[config.mk]
export PLATFORM = sky130hd
export DESIGN_NAME = tcce_ctrl
export DESIGN_NICKNAME = d
export VERILOG_FILES = /design/src/sv/tcce_pkg.sv /design/src/sv/tcce_ctrl.sv
export SDC_FILE = /design/constraint.sdc
export NUM_CORES = 1
export LEC_CHECK = 0
export BUFFER_PORTS_ARGS = -buffer_cell sky130_fd_sc_hd__buf_2
export CAP_MARGIN = 20
export CORE_ASPECT_RATIO = 1.25
export CORE_MARGIN = 2
export CORE_UTILIZATION = 25
export DETAILED_ROUTE_END_ITERATION = 16
export PLACE_DENSITY_LB_ADDON = 0.1
export RECOVER_POWER = 100
export SLEW_MARGIN = 5
export SYNTH_ARGS = -nofsm -noshare
export SYNTH_HDL_FRONTEND = slang
export SYNTH_SLANG_ARGS = --single-unit
[constraint.sdc]
create_clock -name clk -period 4.7 [get_ports clk]
set_clock_uncertainty 0.05 [all_clocks]
set_input_delay 0.94 -clock clk [delete_from_list [all_inputs] [get_ports clk]]
set_output_delay 0.94 -clock clk [all_outputs]
set_load 0.005 [all_outputs]
[src/sv/tcce_pkg.sv]
// ---------------------------------------------------------------------------
// tcce_pkg: shared definitions for the text console cursor engine
// Screen geometry, cell layout, request and control codes, and the command
// and status words between the controller and the datapath.
// ---------------------------------------------------------------------------
package tcce_pkg;

    // screen geometry
    localparam int COLUMNS  = 80;
    localparam int ROWS     = 25;
    localparam int CELLS    = ROWS * COLUMNS;
    localparam int CELL_AW  = $clog2(CELLS);
    localparam int CNT_W    = $clog2(CELLS + 1);

    // field widths
    localparam int ROW_W    = 5;
    localparam int COL_W    = 7;
    localparam int ATTR_W   = 8;
    localparam int CHAR_W   = 8;
    localparam int CELL_W   = ATTR_W + CHAR_W;
    localparam int REQ_W    = 2;

    // tab expands into this many blanks
    localparam int TAB_SPACES = 4;
    localparam int PUT_W      = $clog2(TAB_SPACES);

    // request codes
    localparam logic [REQ_W-1:0] REQ_PUT   = 2'd0;
    localparam logic [REQ_W-1:0] REQ_CLEAR = 2'd1;
    localparam logic [REQ_W-1:0] REQ_SET   = 2'd2;
    localparam logic [REQ_W-1:0] REQ_READ  = 2'd3;

    // character codes
    localparam logic [CHAR_W-1:0] CH_NEWLINE   = 8'd10;
    localparam logic [CHAR_W-1:0] CH_RETURN    = 8'd13;
    localparam logic [CHAR_W-1:0] CH_BACKSPACE = 8'd8;
    localparam logic [CHAR_W-1:0] CH_TAB       = 8'd9;
    localparam logic [CHAR_W-1:0] CH_BLANK     = 8'd32;

    localparam logic [ATTR_W-1:0] DEFAULT_ATTR_RST = 8'd7;

    // datapath operations
    localparam int OP_W = 4;
    localparam logic [OP_W-1:0] DP_NOP     = 4'd0;
    localparam logic [OP_W-1:0] DP_PUT     = 4'd1;
    localparam logic [OP_W-1:0] DP_NEWLINE = 4'd2;
    localparam logic [OP_W-1:0] DP_RETURN  = 4'd3;
    localparam logic [OP_W-1:0] DP_BACK    = 4'd4;
    localparam logic [OP_W-1:0] DP_SETCUR  = 4'd5;
    localparam logic [OP_W-1:0] DP_CAPTURE = 4'd6;
    localparam logic [OP_W-1:0] DP_FILL    = 4'd7;
    localparam logic [OP_W-1:0] DP_COPY    = 4'd8;

    // sweep counter start points
    localparam logic [1:0] ADDR_ZERO = 2'd0;
    localparam logic [1:0] ADDR_COPY = 2'd1;
    localparam logic [1:0] ADDR_FILL = 2'd2;

    // fill word sources
    localparam logic [1:0] FILL_ZERO    = 2'd0;
    localparam logic [1:0] FILL_CLEAR   = 2'd1;
    localparam logic [1:0] FILL_DEFAULT = 2'd2;

    typedef struct packed {
        logic            latch;
        logic [OP_W-1:0] op;
        logic            addr_load;
        logic [1:0]      addr_sel;
        logic [1:0]      fill_sel;
        logic            set_scr;
        logic            clear_end;
    } tcce_cmd_t;

    typedef struct packed {
        logic at_last_col;
        logic at_last_row;
        logic fill_last;
        logic copy_end;
    } tcce_status_t;

    // linear cell address of a row and column
    function automatic logic [CNT_W-1:0] cell_addr(input logic [ROW_W-1:0] r,
                                                   input logic [COL_W-1:0] c);
        cell_addr = CNT_W'(r) * CNT_W'(COLUMNS) + CNT_W'(c);
    endfunction

endpackage

[src/sv/tcce_ctrl.sv]
// ---------------------------------------------------------------------------
// tcce_ctrl: console controller
// Request decode and sequencing of puts, tabs, scrolls, clears and the
// clearing pass after reset.
// ---------------------------------------------------------------------------
module tcce_ctrl (
    input  logic                          clk,
    input  logic                          rst_n,
    input  logic                          start,
    input  logic [tcce_pkg::REQ_W-1:0]    req_type,
    input  logic [tcce_pkg::CHAR_W-1:0]   char_code,
    input  tcce_pkg::tcce_status_t        status,
    output tcce_pkg::tcce_cmd_t           cmd,
    output logic                          busy,
    output logic                          done
);

    localparam int ST_W = 4;
    localparam logic [ST_W-1:0] S_INIT  = 4'd0;
    localparam logic [ST_W-1:0] S_IDLE  = 4'd1;
    localparam logic [ST_W-1:0] S_PUT   = 4'd2;
    localparam logic [ST_W-1:0] S_NL    = 4'd3;
    localparam logic [ST_W-1:0] S_CR    = 4'd4;
    localparam logic [ST_W-1:0] S_BS    = 4'd5;
    localparam logic [ST_W-1:0] S_CLEAR = 4'd6;
    localparam logic [ST_W-1:0] S_SET   = 4'd7;
    localparam logic [ST_W-1:0] S_READ  = 4'd8;
    localparam logic [ST_W-1:0] S_SCOPY = 4'd9;
    localparam logic [ST_W-1:0] S_SFILL = 4'd10;

    logic [ST_W-1:0]            state_reg, state_next;
    logic [tcce_pkg::PUT_W-1:0] put_left_reg, put_left_next;
    logic                       done_reg, done_next;

    // next state and command decode
    always_comb
    begin
        state_next    = state_reg;
        put_left_next = put_left_reg;
        done_next     = 1'b0;
        cmd           = '0;
        cmd.op        = tcce_pkg::DP_NOP;
        case (state_reg)
            S_INIT:
            begin
                cmd.op       = tcce_pkg::DP_FILL;
                cmd.fill_sel = tcce_pkg::FILL_ZERO;
                if (status.fill_last)
                begin
                    state_next = S_IDLE;
                end
            end
            S_IDLE:
            begin
                if (start)
                begin
                    cmd.latch     = 1'b1;
                    put_left_next = '0;
                    case (req_type)
                        tcce_pkg::REQ_PUT:
                        begin
                            case (char_code)
                                tcce_pkg::CH_NEWLINE:   state_next = S_NL;
                                tcce_pkg::CH_RETURN:    state_next = S_CR;
                                tcce_pkg::CH_BACKSPACE: state_next = S_BS;
                                tcce_pkg::CH_TAB:
                                begin
                                    put_left_next = tcce_pkg::PUT_W'(tcce_pkg::TAB_SPACES - 1);
                                    state_next    = S_PUT;
                                end
                                default:                state_next = S_PUT;
                            endcase
                        end
                        tcce_pkg::REQ_CLEAR:
                        begin
                            cmd.addr_load = 1'b1;
                            cmd.addr_sel  = tcce_pkg::ADDR_ZERO;
                            state_next    = S_CLEAR;
                        end
                        tcce_pkg::REQ_SET:  state_next = S_SET;
                        tcce_pkg::REQ_READ: state_next = S_READ;
                        default:            state_next = S_IDLE;
                    endcase
                end
            end
            S_PUT:
            begin
                cmd.op = tcce_pkg::DP_PUT;
                if (status.at_last_col && status.at_last_row)
                begin
                    cmd.set_scr   = 1'b1;
                    cmd.addr_load = 1'b1;
                    cmd.addr_sel  = tcce_pkg::ADDR_COPY;
                    state_next    = S_SCOPY;
                end
                else if (put_left_reg == '0)
                begin
                    done_next  = 1'b1;
                    state_next = S_IDLE;
                end
                else
                begin
                    put_left_next = put_left_reg - 1'b1;
                end
            end
            S_NL:
            begin
                cmd.op = tcce_pkg::DP_NEWLINE;
                if (status.at_last_row)
                begin
                    cmd.set_scr   = 1'b1;
                    cmd.addr_load = 1'b1;
                    cmd.addr_sel  = tcce_pkg::ADDR_COPY;
                    state_next    = S_SCOPY;
                end
                else
                begin
                    done_next  = 1'b1;
                    state_next = S_IDLE;
                end
            end
            S_SCOPY:
            begin
                cmd.op = tcce_pkg::DP_COPY;
                if (status.copy_end)
                begin
                    cmd.addr_load = 1'b1;
                    cmd.addr_sel  = tcce_pkg::ADDR_FILL;
                    state_next    = S_SFILL;
                end
            end
            S_SFILL:
            begin
                cmd.op       = tcce_pkg::DP_FILL;
                cmd.fill_sel = tcce_pkg::FILL_DEFAULT;
                if (status.fill_last)
                begin
                    if (put_left_reg == '0)
                    begin
                        done_next  = 1'b1;
                        state_next = S_IDLE;
                    end
                    else
                    begin
                        put_left_next = put_left_reg - 1'b1;
                        state_next    = S_PUT;
                    end
                end
            end
            S_CLEAR:
            begin
                cmd.op       = tcce_pkg::DP_FILL;
                cmd.fill_sel = tcce_pkg::FILL_CLEAR;
                if (status.fill_last)
                begin
                    cmd.clear_end = 1'b1;
                    done_next     = 1'b1;
                    state_next    = S_IDLE;
                end
            end
            S_CR:
            begin
                cmd.op     = tcce_pkg::DP_RETURN;
                done_next  = 1'b1;
                state_next = S_IDLE;
            end
            S_BS:
            begin
                cmd.op     = tcce_pkg::DP_BACK;
                done_next  = 1'b1;
                state_next = S_IDLE;
            end
            S_SET:
            begin
                cmd.op     = tcce_pkg::DP_SETCUR;
                done_next  = 1'b1;
                state_next = S_IDLE;
            end
            S_READ:
            begin
                cmd.op     = tcce_pkg::DP_CAPTURE;
                done_next  = 1'b1;
                state_next = S_IDLE;
            end
            default:
            begin
                state_next = S_IDLE;
            end
        endcase
    end

    // state registers
    always_ff @(posedge clk or negedge rst_n)
    begin
        if (!rst_n)
        begin
            state_reg    <= S_INIT;
            put_left_reg <= '0;
            done_reg     <= 1'b0;
        end
        else
        begin
            state_reg    <= state_next;
            put_left_reg <= put_left_next;
            done_reg     <= done_next;
        end
    end

    assign busy = (state_reg != S_IDLE);
    assign done = done_reg;

    // result strobe only shows while the controller is idle
    a_done_idle: assert property (@(posedge clk) disable iff (!rst_n)
        done_reg |-> (state_reg == S_IDLE))
        else $error("result strobe outside idle");

    // an accepted word always starts work
    a_accept_busy: assert property (@(posedge clk) disable iff (!rst_n)
        (state_reg == S_IDLE && start) |=> (state_reg != S_IDLE))
        else $error("accepted word did not start work");

    // one strobe per word
    a_done_pulse: assert property (@(posedge clk) disable iff (!rst_n)
        done_reg |=> !done_reg)
        else $error("result strobe longer than one cycle");

    // pending tab blanks only while putting or scrolling
    a_put_left: assert property (@(posedge clk) disable iff (!rst_n)
        (put_left_reg != '0) |->
            (state_reg == S_PUT || state_reg == S_SCOPY || state_reg == S_SFILL))
        else $error("tab blanks pending outside put sequence");

endmodule

Yosys cells after proc, flatten, opt, wreduce, memory -nomap -nowiden
Index checks and enable logic that the tools add are counted.
{"block": "classes", "bitwise_logic": 0, "n_eq_ne": 24, "n_addsub": 1, "n_lt_le_gt_ge": 0, "shifts": 0, "div": 0, "multipliers": 0, "mux": 38, "n_reduce_logical": 10}
{"cell": "8-bit by 4-bit equality test with 1-bit output, second input constant", "count": 4}
{"cell": "4-bit one-hot mux with 8 select lines", "count": 1}
{"cell": "4-bit two-way mux", "count": 7}
{"cell": "4-bit one-hot mux with 6 select lines", "count": 1}
{"cell": "4-bit by 3-bit equality test with 1-bit output, second input constant", "count": 4}
{"cell": "4-bit one-hot mux with 4 select lines", "count": 1}
{"cell": "3-bit two-way mux", "count": 5}
{"cell": "2-bit two-way mux", "count": 7}
{"cell": "4-bit equality test, second input constant", "count": 3}
{"cell": "3-bit one-hot mux with 4 select lines", "count": 1}
{"cell": "1-bit two-way mux", "count": 10}
{"cell": "3-bit one-hot mux with 3 select lines", "count": 1}
{"cell": "4-bit by 2-bit equality test with 1-bit output, second input constant", "count": 2}
{"cell": "2-bit != test, second input constant", "count": 4}
{"cell": "2-bit one-hot mux with 3 select lines", "count": 1}
{"cell": "1-bit one-hot mux with 5 select lines", "count": 1}
{"cell": "5-bit AND reduction", "count": 1}
{"cell": "2-bit equality test, second input constant", "count": 2}
{"cell": "4-bit by 1-bit equality test with 1-bit output, second input constant", "count": 1}
{"cell": "2-bit logical NOT", "count": 2}
{"cell": "4-bit logical NOT", "count": 1}
{"cell": "4-bit by 1-bit != test with 1-bit output, second input constant", "count": 1}
{"cell": "2-bit one-hot mux with 2 select lines", "count": 1}
{"cell": "4-bit AND reduction", "count": 1}
{"cell": "other kinds (10)", "count": 10}
{"block": "totals", "latchBits": 0, "output_inout_bits": 14, "regBits": 7, "rom_bits": 0, "mem_count": 0, "elab_cells": 76, "ramBits": 0, "in_bits": 17}

Logic depth before layout (Yosys ltp)
Gate-level depths: netlist (run 1).
{"block": "logic_depth", "ltp_word": 5, "ltp_mapped": 7, "mapped_depth_nobuf": 6}

Worst setup path before layout (run 1)
OpenSTA, ideal clock, no wires.
{"block": "synth_path", "kind": "input to output", "start": "input port status[3] in the netlist's numbering", "end": "output port cmd[6] in the netlist's numbering", "stages": 3, "arrival_ns": 1.534, "setup_slack_ns": 2.176, "path_buffers": 0, "required_time_ns": 3.710, "path_cell_list": "o2111ai_1 > inv_1 > a211o_1"}
{"element": "from (decl)", "line": "tcce_ctrl.sv:12", "text": "input tcce_pkg::tcce_status_t status,"}
{"element": "to (decl)", "line": "tcce_ctrl.sv:13", "text": "output tcce_pkg::tcce_cmd_t cmd,"}

==> impl_metrics.toml, run 1 <==
[clock_tree]
hold_buffers = 0
cts-buffers-inserted = 3
clk_pin_slew_ps = 40
cts_tree = "built"
cts_resized = 0
cts_setup_buffers = 0
clock_sinks = 7
cts_htree_levels = 1
root_buffer = "clkbuf_8"
insertion_delay_ps = 230
cts_buffer_depth = 2

[final_layout]
utilization = 0.317
final-instance-count-excl-fill = 170
n_antenna_cell = 0
syn2layout_area_growth_pct = 23.3
nNetsFinal = 157
drive_above_1_share = 0.226
largest_reg_flops = 4
fin_area_um2 = 995

[routing]
vias = 829
vias_per_cell = 4.88
drt_iter0_markers = 11
routed_wirelength_um = 2180
ant_nets = 0
drt_first_pass_iters = 4
wl_per_cell_um = 12.8
route.detailed.drc = 0

[setup_path]
timing.rr.end = "state_reg[3]"
critPathSlowestCell = "dfrtp_1"
cp-startpoint = "state_reg[0]"
endpoint = "cmd[6]"
cp_num_cells = 5
rrSetupSlack_ps = 2440
cp_cell_sequence = "nand2b_1, nor3_1, and2_0, a211o_1, clkbuf_1"
ff2ff_path_depth = 5
cp_max_fo = 15
end_kind = "output port"
max_stage_delay_ps = 600
start_kind = "register"
crit_family = "simple AND/OR/NAND/NOR gates"
critical_path_class = "reg2out"
arrival_ps = 1810
critPathBufInv = 1
crit_required_ps = 3710
r2r-start = "state_reg[0]"

[placement]
postPlaceCellArea_um2 = 976
place_congestion = 0.768
io_buffers = 30
hpwlAfterDp_um = 1780
dp_cells = 166

[synth]
synth_most_common_cell = "nor2_1"
synth_cells = 104
synth_nets = 127
synth_edf_count = 0
yosys.area.top_type = "dfrtp_1"
postSynthAreaPerCell_um2 = 7.76
synth_ff_type = "dfrtp_1"
syn_area_um2 = 807
ys_seq_area_frac = 0.217
ys_ff_latch = 7
yosys_warnings = 0
synth.top_cells.by_area = "dfrtp_1 22%, ha_1 9.3%, o21ai_0 6.8%"
async_reset_ff_frac = 1.00
ys_types = 38
netlist.area_leader.share = 0.217
synth_common_cells = "12 x nor2_1, 11 x o21ai_0, 10 x inv_1"

[timing]
hold-worst-slack_ps = 471
worst_pin_slew_ps = 634
setup_tns_ps = 0
fmaxAchievable_ghz = 0.357
hold_viol = 0
slew_viol_final = 0
slew_headroom = 0.577
layout_min_cycle_time_ps = 2800
fin_crit_sh = 0.597
finalSetupViolCount = 0
grt_setup_unrepaired = "false"

[pwr]
peakVddDrop_v = 0.000171
power.density_mw_per_mm2 = 513
p_leak_nw = 0.472

[global_route]
grt_max_degree = 20
antenna_found_initial = 0
grt_pass1_wl_um = 3460
grt-ovfl-total = 0
grt_pass1_vias = 810
track_usage = 0.129

[die]
dieHeight_um = 67.5
core_mm2 = 0.00314
ios = 31
rows = 23
die_w_um = 54.8
die_area_mm2 = 0.00370
start_util = 0.257

[min_path]
min_path_type = "reg2reg"

[job]
drv_cap = 0

[run_status]
status = "completed"
## power by group
part	leakage, nW	internal [mW]	switching, mW
logic	0.358	0.133	0.156
clock network	0.0228	0.0586	0.0251
registers	0.0911	0.0835	0.0536
total	0.472	0.276	0.235
## area by class of cell
cell class	count	area (um^2)
multi-input combinational	82	552
timing repair buffer	30	139
clock buffer	4	45.0
inverter	10	37.5
tap	37	46.3
sequential	7	175
fill	350	2140
## how the worst min path moves through the flow
stage | start | to | slack, ps | cells past startpoint
after floorplan | put_left_reg[1] | put_left_reg[1] | 430 | 1
after global placement | put_left_reg[1] | put_left_reg[1] | 450 | 1
after detailed placement | put_left_reg[1] | put_left_reg[1] | 460 | 1
after CTS | put_left_reg[1] | put_left_reg[1] | 470 | 1
after global routing | put_left_reg[1] | put_left_reg[1] | 480 | 1
final | put_left_reg[0] | put_left_reg[0] | 470 | 1
## worst register-to-register path, cell delays in order, from the launching register on
cell and delay, ps:
dfrtp_1 600, nand2b_1 210, o32a_2 380, o2111ai_1 540
a2111oi_0 180, a21o_1 190
## cells by family (layout without fill, tap and decap cells)
logic type,Yosys count,after routing,synth area share
adder cells (fa/ha/maj),6,6,0.0930
AND/OR/NAND/NOR,42,42,0.293
AO/OA/AOI/OAI,30,30,0.254
buffers and inverters,15,44,0.0806
multiplexers,3,3,0.0512
XOR/XNOR,1,1,0.0109
flip-flops,7,7,0.217
## through the flow
| stage | setup WS, ps | power (mW) |
|---|---|---|
| after floorplan | 2180 | 0.351 |
| after global placement | 1890 | 0.452 |
| after detailed placement | 1880 | 0.448 |
| after CTS | 1870 | 0.536 |
| after global routing | 1710 | 0.566 |
| final | 1900 | 0.510 |
## metal layers
metal	track usage	routed length [um]
met3	0.0265	93
met2	0.223	1120
met4	0.0375	23
met5	0	0
met1	0.155	945
## cells in the final DEF (no fill, tap or decap), drive strengths merged, types with 4 or more instances in the layout
cell,count
a21oi,4
buf,21
clkbuf,13
dfrtp,7
ha,6
inv,10
nand2,5
nand2b,5
nor2,12
nor3,4
o21ai,12
No activity file was read; power rests on OpenSTA's default activity.
==> inputs of run 2 (changes only) <==
- ABC_AREA: unset -> 1
- clock period: 4.7 -> 2.7 ns (I/O delays scaled with it)
==> run 2 against run 1 <==
  * Combinational power grew 120%
  * Register-to-register slack lost 1400 ps
  * Power grew 90%
  * Routed wire length grew 9.3%
  * First-iteration DRC count grew 150%
  * Sequential share of layout area shrank 1.8 points
  * Synthesized cell count grew 58%
  * Global-route usage shrank 0.22 points
  * Flip-flop and latch count is the same
  * Synthesized area grew 11%
  * Die area grew 10%
==> impl_metrics.toml, run 2 <==
[synth]
synthAdderAreaFrac = 0.0840
synth_most_common_cell = "nand2_1"
yosys_warnings = 0
yosys.area.top_type = "nand2_1"
ys_types = 19
synth_common_cells = "58 x nand2_1, 26 x nor2_1, 24 x inv_1"
syn_area_um2 = 893
synthMuxAreaShare = 0
synth_compound_gate_area_share = 0.0756
synth_top_family_by_area = "simple AND/OR/NAND/NOR gates"
ys_seq_area_frac = 0.196
yosys.area_share.simple = 0.514
synth_nets = 187
async_reset_ff_frac = 1.00
synth_edf_count = 0
synth.top_cells.by_area = "nand2_1 24%, dfrtp_1 20%, nor2_1 11%"
ys_ff_latch = 7
synth_cells = 164
postSynthAreaPerCell_um2 = 5.45
netlist.area_leader.share = 0.244
synth-xor-area-share = 0
synth_ff_type = "dfrtp_1"

[setup_path]
cp-startpoint = "state_reg[2]"
crit_required_ps = 2110
end_kind = "output port"
timing.rr.end = "put_left_reg[0]"
endpoint = "cmd[6]"
ff2ff_path_depth = 10
cp_max_fo = 5
r2r-start = "state_reg[2]"
arrival_ps = 1660
critical_path_class = "reg2out"
rrSetupSlack_ps = 1030
start_kind = "register"

[timing]
hold-worst-slack_ps = 152
setup_tns_ps = 0
setup_slack_ps = 455
fin_crit_sh = 0.832
slew_headroom = 0.751
fmaxAchievable_ghz = 0.445
layout_min_cycle_time_ps = 2250
slew_viol_final = 0
finalSetupViolCount = 0
worst_pin_slew_ps = 373
hold_viol = 0
grt_setup_unrepaired = "false"

[final_layout]
nNetsFinal = 222
final-instance-count-excl-fill = 237
final_cell_mix = "59 x nand2_1, 30 x nor2_1, 28 x inv_1, 23 x buf_2, 9 x nand3_1"
n_antenna_cell = 0
fin_area_mm2 = 0.00111
final_common_cell = "nand2_1"
syn2layout_area_growth_pct = 24.1
drive_above_1_share = 0.172
largest_reg_flops = 4

[routing]
route.detailed.drc = 0
routedLengthMet1_um = 993
wl_met2_um = 1240
met3_length_um = 119
routed_wirelength_um = 2390
drt_iter0_markers = 27
ant_nets = 0
vias_per_cell = 4.54
vias = 1076
drt_first_pass_iters = 4
wl_per_cell_um = 10.1
routed.top_layer = "met4"

[clock_tree]
cts_buffer_depth = 2
hold_buffers = 0
cts_setup_buffers = 0
cts_htree_levels = 1
root_buffer = "clkbuf_8"
insertion_delay_ps = 220
cts_resized = 0
clock_sinks = 7
clk_pin_slew_ps = 40
cts-buffers-inserted = 3
cts_tree = "built"

[min_path]
min_path_type = "in2async"

[die]
dieHeight_um = 70.8
die_area_mm2 = 0.00407
start_util = 0.259
core_mm2 = 0.00345
die_w_um = 57.5
rows = 24
ios = 31

[placement]
place_congestion = 0.830
dp_cells = 233
hpwlAfterDp_um = 2080
io_buffers = 30
pre_cts_ws_ps = 814
postPlaceCellArea_mm2 = 0.00109

[pwr]
peakVddDrop_v = 0.000315
p_leak_nw = 0.693
power.density_mw_per_mm2 = 877

[global_route]
grt_max_degree = 8
grt-ovfl-total = 0
grt_pass1_wl_um = 4110
antenna_found_initial = 0
track_usage = 0.126
grt_pass1_vias = 962

[job]
drv_cap = 0

[run_status]
status = "completed"
## run 2: cell families after synthesis
logic type	after synthesis
adder cells (fa/ha/maj)	6
AND/OR/NAND/NOR	107
buffers and inverters	31
flip-flops	7
AO/OA/AOI/OAI	13
## run 2: where the power goes
part / internal, mW / leakage (nW) / switching [mW]
Clock: 0.102 / 0.0228 / 0.0434
Sequential: 0.150 / 0.0914 / 0.0495
Combinational: 0.226 / 0.578 / 0.401
## run 2: how the worst min path moves through the flow
stage | to | from | cells past startpoint | slack (ps)
after floorplan | done | rst_n | 0 | 190
after global placement | state_reg[2] | rst_n | 1 | 330
after detailed placement | state_reg[2] | rst_n | 1 | 330
after CTS | done | rst_n | 1 | 90
after global routing | state_reg[2] | rst_n | 1 | 190
final | state_reg[2] | rst_n | 1 | 150
## run 2: through the flow
stage	power [mW]	util
2_1_floorplan	0.658	-
3_3_place_gp	0.888	0.316
3_5_place_dp	0.883	0.316
4_1_cts	1.04	0.329
5_1_grt	1.10	0.321
6_report	0.972	0.321
## run 2: worst max-delay path, stage by stage, from the launching register on
cell and delay (ps):
dfrtp_1 430, inv_1 160, nand2_1 90, nor2_1 240
inv_1 140, nor2_1 140, nand2_1 60, nand2_1 70
clkbuf_1 100
## run 2: final cells by class
cell class                      instances  area (um^2)
Fill cell                             379         2340
Multi-Input combinational cell        126          579
Clock buffer                            4         45.0
Timing Repair Buffer                   30          144
Tap cell                               39         48.8
Sequential cell                         7          175
Inverter                               31          116
## run 2: per-layer routing
layer  vias to the layer above  track usage
met1                       478        0.155
met4                         0       0.0465
li1                        563            -
met5                         -            0
met2                        30        0.220
met3                         5       0.0201
==> inputs of run 3 (changes only) <==
- clock period: 2.7 -> 1.95 ns (I/O delays scaled with it)
==> run 3 against run 2 <==
  * Utilization up 4.5 points
  * Non-clock buffer count up 8
  * Largest power group unchanged
  * Die area unchanged
  * Design area up 14%
==> impl_metrics.toml, run 3 (synthesis gave the netlist of run 2 again) <==
[run_status]
status = "completed"

[routing]
routed_wirelength_um = 2520
wl_per_cell_um = 10.3
vias_per_cell = 4.49
vias = 1100
route.detailed.drc = 0
ant_nets = 0
drt_first_pass_iters = 4
drt_iter0_markers = 24

[clock_tree]
root_buffer = "clkbuf_8"
insertion_delay_ps = 230
clock_sinks = 7
cts-buffers-inserted = 3
clk_pin_slew_ps = 40
cts_buffer_depth = 2
cts_htree_levels = 1
cts_tree = "built"

[min_path]
min_path_cells = 2
min_path_type = "reg2reg"

[final_layout]
n_fill_cell = 362
fin_area_mm2 = 0.00126
n_antenna_cell = 0
utilization = 0.366
drive_above_1_share = 0.340
nNetsFinal = 230
largest_reg_flops = 4
syn2layout_area_growth_pct = 41.3
final-instance-count-excl-fill = 245
final_common_cell = "nand2_1"
final_cell_mix = "51 x nand2_1, 28 x buf_2, 24 x inv_1, 23 x nor2_1, 9 x nand2_2"

[timing]
fmaxAchievable_ghz = 0.522
finalSetupViolCount = 0
slew_headroom = 0.752
setup_tns_ps = 0
hold_viol = 0
grt_setup_unrepaired = "true"
fin_crit_sh = 0.982
slew_viol_final = 0
worst_pin_slew_ps = 372
layout_min_cycle_time_ps = 1910

[global_route]
grt_pass1_wl_um = 4080
track_usage = 0.125
grt_pass1_vias = 982
grt-ovfl-total = 0
grt_max_degree = 8
antenna_found_initial = 0

[pwr]
finalPower_mw = 1.60
swShare = 0.503
p_clk_frac = 0.127
p_leak_nw = 0.749
combPwrFrac = 0.686
switchingPower_mw = 0.804
peakVddDrop_v = 0.000577
seq_power_share = 0.187
internal-power_mw = 0.794
power.density_mw_per_mm2 = 1270

[die]
die_w_um = 57.5
die_area_mm2 = 0.00407
dieHeight_um = 70.8
rows = 24
ios = 31
start_util = 0.259
core_mm2 = 0.00345

[setup_path]
critPathBufInv = 3
critical_path_class = "reg2out"
end_kind = "output port"
cp_cell_sequence = "inv_4, buf_4, nand2_2, nor2_4, or3_1, buf_2"
arrival_ps = 1470
cp_max_fo = 5
ff2ff_path_depth = 10
crit_required_ps = 1510
max_stage_delay_ps = 450
start_kind = "register"
cp_num_cells = 6
crit_family = "simple AND/OR/NAND/NOR gates"
critPathSlowestCell = "dfrtp_2"

[job]
drv_cap = 0

[placement]
postPlaceCellArea_mm2 = 0.00109
dp_cells = 233
io_buffers = 30
place_congestion = 0.830
hpwlAfterDp_um = 2070
run 3: changes by cell type in the layout (fill, tap and decap cells not counted), sizes merged:
cell	delta
dlygate4sd3	+1
clkbuf	-4
clkinv	-2
buf	+11
inv	+2
run 3: metal layers:
layer  part of all wire  track usage
met3              0.034       0.0165
met4              0.015       0.0465
met5                  0            0
met2               0.52        0.220
met1               0.44        0.152
run 3: cell type report:
class,count,area (um^2),area share
multi-input cells,126,659,0.522
repair buffers,38,210,0.167
well taps,39,48.8,0.0387
flip-flops and latches,7,180,0.143
clock buffers,4,45.0,0.0357
inverters,31,119,0.0942
run 3: final timing paths:
path / end / slack (ps) / from
worst max-delay path: cmd[9] / 40 / state_reg[2]
worst min-delay path: put_left_reg[1] / 420 / put_left_reg[1]
worst max register to register: state_reg[3] / 450 / put_left_reg[0]
worst min register to register: put_left_reg[1] / 420 / put_left_reg[1]
max in group asynchronous: state_reg[0] / 1010 / rst_n
min in group asynchronous: state_reg[2] / 550 / rst_n
run 3: power by group through the flow:
stage,sequential (mW),combinational (mW),clock (mW)
6_report,0.299,1.10,0.202
5_1_grt,0.310,1.24,0.214
4_1_cts,0.287,0.945,0.208
3_5_place_dp,0.283,0.937,0
3_3_place_gp,0.279,0.950,0
2_1_floorplan,0.268,0.643,0
run 3: timing repair:
| item | 4_1_cts | 5_1_grt |
|---|---|---|
| pin swaps | 0 | 5 |
| buffers inserted | 0 | 7 |
| hold endpoints to repair | 7 | 0 |
| setup endpoints to repair | 1 | 3 |
| hold buffers | 1 | 0 |
| resized for setup | 2 | 20 |
run 3: worst reg2reg max path, delay by kind of cell, from the launching register on:
family / cells / cell delay [ps]
simple gates: 7 / 610
flops: 1 / 380
fa+ha+maj: 1 / 250
buf+inv: 2 / 140
run 3: metrics by stage:
stage	setup WS (ps)	hold WS [ps]
after global routing	-33.2	486
final	35.0	424
after CTS	20.0	434
after global placement	204	180
after floorplan	440	44.4
after detailed placement	226	183
